$ cat src/pit_pkg.sv
`timescale 1ns / 1ps
// ----------------------------------------------------------------------------
// pit_pkg
// Shared types and constants for the point-in-tube test block.
// ----------------------------------------------------------------------------
package pit_pkg;

  // Default capacity of the sample list
  localparam int MAX_SAMPLES_DEF = 256;

  // Field widths
  localparam int COORD_W = 16;
  localparam int CNT_OUT_W = 9;
  localparam int SQ_W = 2 * COORD_W;      // one squared axis difference
  localparam int DIST_W = SQ_W + 2;       // sum of three squares

  // Command codes
  localparam logic [1:0] CMD_CLEAR  = 2'd0;
  localparam logic [1:0] CMD_APPEND = 2'd1;
  localparam logic [1:0] CMD_QUERY  = 2'd2;

  // One stored sample: center and radius
  typedef struct packed {
    logic signed [COORD_W-1:0] x;
    logic signed [COORD_W-1:0] y;
    logic signed [COORD_W-1:0] z;
    logic        [COORD_W-1:0] r;
  } sample_t;

  // Flags that travel with a sample down the distance pipeline
  typedef struct packed {
    logic valid;
    logic first;
  } stage_t;

endpackage

$ cat src/pit_dist.sv
`timescale 1ns / 1ps
// ----------------------------------------------------------------------------
// pit_dist
// Two-stage squared-distance pipeline: squares, then the three-way sum.
// ----------------------------------------------------------------------------
module pit_dist (
  input  logic                                   clk,
  input  logic                                   rst,
  input  logic signed [pit_pkg::COORD_W-1:0]     qx,
  input  logic signed [pit_pkg::COORD_W-1:0]     qy,
  input  logic signed [pit_pkg::COORD_W-1:0]     qz,
  input  pit_pkg::sample_t                       rdata,
  input  pit_pkg::stage_t                        in_flag,
  output logic [pit_pkg::DIST_W-1:0]             sq_dist,
  output logic [pit_pkg::SQ_W-1:0]               r2,
  output logic                                   mid_valid,
  output pit_pkg::stage_t                        out_flag
);

  // |a - b|, always fits the unsigned coordinate width
  function automatic logic [pit_pkg::COORD_W-1:0] abs_diff(
    input logic signed [pit_pkg::COORD_W-1:0] a,
    input logic signed [pit_pkg::COORD_W-1:0] b
  );
    logic signed [pit_pkg::COORD_W:0] d;
    logic signed [pit_pkg::COORD_W:0] n;
    begin
      d = {a[pit_pkg::COORD_W-1], a} - {b[pit_pkg::COORD_W-1], b};
      n = -d;
      abs_diff = d[pit_pkg::COORD_W] ? n[pit_pkg::COORD_W-1:0]
                                     : d[pit_pkg::COORD_W-1:0];
    end
  endfunction

  logic [pit_pkg::COORD_W-1:0] ax, ay, az;
  logic [pit_pkg::SQ_W-1:0]    sq_x, sq_y, sq_z, sq_r;
  pit_pkg::stage_t             flag_a;

  assign ax = abs_diff(qx, rdata.x);
  assign ay = abs_diff(qy, rdata.y);
  assign az = abs_diff(qz, rdata.z);

  // a sample sits between the two stages
  assign mid_valid = flag_a.valid;

  // stage A: squares of the axis differences and of the radius
  always_ff @(posedge clk) begin
    if (rst) begin
      flag_a <= '0;
    end else begin
      flag_a <= in_flag;
    end
    sq_x <= ax * ax;
    sq_y <= ay * ay;
    sq_z <= az * az;
    sq_r <= rdata.r * rdata.r;
  end

  // stage B: squared distance
  always_ff @(posedge clk) begin
    if (rst) begin
      out_flag <= '0;
    end else begin
      out_flag <= flag_a;
    end
    sq_dist <= {2'b00, sq_x} + {2'b00, sq_y} + {2'b00, sq_z};
    r2      <= sq_r;
  end

endmodule

$ cat config.mk
export PLATFORM = sky130hd
export DESIGN_NAME = pit_dist
export DESIGN_NICKNAME = d
export VERILOG_FILES = /design/src/pit_pkg.sv /design/src/pit_dist.sv
export SDC_FILE = /design/constraint.sdc
export NUM_CORES = 2
export LEC_CHECK = 0
export ABC_AREA = 1
export BUFFER_PORTS_ARGS = -buffer_cell sky130_fd_sc_hd__clkbuf_2
export CORE_ASPECT_RATIO = 0.7
export CORE_MARGIN = 2
export CORE_UTILIZATION = 50
export CTS_CLUSTER_SIZE = 14
export DETAILED_ROUTE_END_ITERATION = 7
export HOLD_SLACK_MARGIN = 0.03
export PLACE_DENSITY_LB_ADDON = 0.3
export SKIP_CTS_REPAIR_TIMING = 1
export SLEW_MARGIN = 10
export SYNTH_ARGS = -nofsm -noshare
export SYNTH_HDL_FRONTEND = slang
export SYNTH_SLANG_ARGS = --single-unit
$ cat constraint.sdc
create_clock -name clk -period 8.9 [get_ports clk]
set_input_delay 0.89 -clock clk [delete_from_list [all_inputs] [get_ports clk]]
set_output_delay 0.89 -clock clk [all_outputs]
set_load 0.03 [all_outputs]
==> out/qor.csv <==
stage,metric,value,unit
critical_path,path_class,input port to register,
route,drtIter0Drc,2152,
route,drt-pass1-iter-count,5,
job,maxCapViolations,0,
critical_path,crit_top_cell,nand2_1,
synthesis,synth_compound_area_frac,0.0594,
place,gp_congestion,0.942,
timing,layout_min_cycle_time,8.33,ns
timing,hold_viol,0,
synthesis,syn-instance-count,4831,
grt,grt_max_degree,22,
clock_network,cts_tree,built,
critical_path,reg2reg_depth,13,
layout,syn2layout_area_growth,7.27,%
min_path,min_to,r2[2],
clock_network,cts.sinks,193,
route,wl,92500,um
die,pin_count,185,
die,dieArea,80700,sq um
critical_path,cp_max_fo,9,
route,wire_per_inst,15.2,um
critical_path,max_stage_delay,0.54,ns
route,num_vias,30100,
timing,fmax,120,MHz
critical_path,critPathLaunch,qz[0],
clock_network,h-tree-depth,4,
synthesis,syn-cell-area,39200,sq um
layout,layout.nets,6281,
synthesis,ys_seq_area_frac,0.0986,
die,start_util,0.507,
clock_network,path_clk_slew,0.08,ns
clock_network,numCtsBuffers,17,
route,viasPerCell,4.96,
clock_network,cts_buffer_depth,2,
synthesis,synthSimpleGateAreaFrac,0.158,
synthesis,ys_types,61,
place,io_buffers,183,
timing,tightest_slew,0.736,ns
die,row_count,85,
synthesis,synth_xor_area_frac,0.0448,
status,status,finished clean,
layout,n_antenna_cell,0,
timing,tns,0,ns
timing,rsz0062_at_grt,false,
critical_path,rr_endpoint,sq_dist[29],
synthesis,synth_top_family_by_area,adder cells,
synthesis,synth_enable_flop_cells,0,
timing,fin_skew,0.0203,ns
min_path,hold_class,register to register,
critical_path,cp.required,9.24,ns
timing,setup_viol,0,
grt,grt_pass1_vias,30400,
synthesis,synth_ff_type,dfxtp_1,
clock_network,clkLatencyLatePin,0.47,ns
critical_path,timing.rr.start,sq_z[20],
layout,fillers,7311,
critical_path,start_kind,input port,
grt,grt_pass1_wl,156000,um
timing,period_share,0.936,
timing,relSlewSlack,0.509,
route,antenna_left,0,
synthesis,syn_area_per_cell,8.11,sq um
clock_network,root_buffer,clkbuf_16,
grt,antenna_found_initial,3,
layout,drive_gt1_frac,0.0766,
die,die_x,339,um
route,remaining_drc_errors,0,
grt,globalRouteOverflowTotal,0,
critical_path,endpoint_kind,register,
synthesis,synthAdderAreaFrac,0.499,
critical_path,slowest_stage,fa_1,
place,dp_hpwl,81500,um
synthesis,synth_async_sr_flop_share,0,
min_path,min_from,sq_r[2],
synthesis,synth-seq-cells,193,
die,core-area,77200,sq um
grt,track_usage,0.239,
synthesis,yosysWarnings,0,
timing,final_max_slew_viol_count,0,
min_path,min_path_cells,0,
synthesis,synthMuxAreaShare,0,
critical_path,rrSetupSlack,5.43,ns
die,die_h,238,um
critical_path,arrival,8.67,ns
[Yosys cell counts, types with 8 or more instances]
library cell	count	area share
a21oi_1	203	0.026
o21a_1	11	0.0021
inv_2	22	0.0021
ha_1	468	0.15
nand3_1	139	0.018
o21bai_1	21	0.0040
a31oi_1	17	0.0027
clkbuf_1	36	0.0034
a21boi_0	8	0.0015
o21ai_0	88	0.011
dfxtp_1	193	0.099
xnor2_1	58	0.013
nor2_4	12	0.0034
fa_1	685	0.35
buf_2	23	0.0029
nor2_1	403	0.039
nand2_2	19	0.0030
a21o_1	12	0.0023
buf_4	10	0.0019
nor2_2	16	0.0026
xor2_1	127	0.028
nand4_1	37	0.0059
nand2_1	770	0.074
nor3_1	27	0.0034
inv_1	1313	0.13
nand3b_1	13	0.0025
[worst max-delay path by stage]
stage	end	slack, ns	cells past startpoint
after floorplan	sq_y[28]	1.19	36
after CTS	sq_z[22]	0.56	33
after global routing	sq_x[29]	0.01	36
after detailed placement	sq_z[22]	0.08	33
after global placement	sq_z[22]	0.24	33
final	sq_z[22]	0.57	35
[sequential cells by signal, summed over array words and instances, names as in the netlist]
signal     count
sq_dist       34
r2            31
sq_r          31
sq_x          31
sq_y          31
sq_z          31
out_flag       2
flag_a         1
mid_valid      1
[cell families after synthesis]
kind of cell / after synthesis
simple gates: 1469
flops: 193
buf+inv: 1418
compound gates: 405
fa+ha+maj: 1153
xor+xnor: 192
other cells: 1
[per-stage QoR]
stage | area [sq um] | cells | utilization | hold slack (ns) | worst slack, ns
floorplan | 39200 | 4834 | - | 0.310 | 1.19
global placement | 41400 | 6037 | 0.537 | 0.310 | 0.237
detailed placement | 41400 | 6037 | 0.537 | 0.312 | 0.0767
CTS | 42000 | 6069 | 0.544 | 0.330 | 0.560
global route | 42000 | 6069 | 0.544 | 0.336 | 0.0149
finish | 42000 | 6069 | 0.544 | 0.330 | 0.568
[placed cells by master (no fill, tap or decap), types with 6 or more instances in the layout]
| master | n |
|---|---|
| inv_1 | 1312 |
| nand2_1 | 770 |
| fa_1 | 685 |
| ha_1 | 468 |
| nor2_1 | 403 |
| a21oi_1 | 203 |
| dfxtp_1 | 193 |
| clkbuf_2 | 183 |
| nand3_1 | 139 |
| xor2_1 | 127 |
| o21ai_0 | 88 |
| xnor2_1 | 58 |
| buf_4 | 52 |
| nand4_1 | 37 |
| nor3_1 | 27 |
| inv_2 | 23 |
| o21bai_1 | 21 |
| nand2_2 | 19 |
| a31oi_1 | 17 |
| clkbuf_16 | 17 |
| nor2_2 | 16 |
| nand3b_1 | 13 |
| nor2_4 | 12 |
| a21o_1 | 12 |
| o21a_1 | 11 |
| a21boi_0 | 8 |
| nand2_4 | 7 |
| or2_2 | 7 |
| inv_8 | 7 |
| a21oi_2 | 6 |
| o21ai_1 | 6 |
| o21ai_2 | 6 |
| o211ai_1 | 6 |
| nor4_1 | 6 |
[cell type report]
cell class | instances | area, sq um | area share
clock buffer | 18 | 429 | 0.0102
clock inverter | 14 | 173 | 0.00411
inverter | 1340 | 5040 | 0.120
multi-input combinational | 3223 | 29900 | 0.711
sequential | 193 | 3860 | 0.0919
tap | 1044 | 1310 | 0.0311
timing repair buffer | 237 | 1350 | 0.0320
[worst max-delay path, delay by kind of cell]
family	cells	cell delay [ns]
XOR/XNOR	2	0.62
AO/OA/AOI/OAI	5	0.98
buffers and inverters	7	0.70
adder cells (fa/ha/maj)	9	3.94
AND/OR/NAND/NOR	12	1.52
[layer usage]
layer,GRT usage,share of wire,routed length [um],vias up
met5,0,0.000076,7,-
met4,0.0251,0.0064,590,2
met3,0.0561,0.090,8340,50
met2,0.343,0.41,37500,884
met1,0.376,0.50,46000,14400
li1,-,-,-,14800
Power is left out: the tool's default activity adds up to more than one toggle a clock period on the data nets, which glitch-free logic cannot reach.
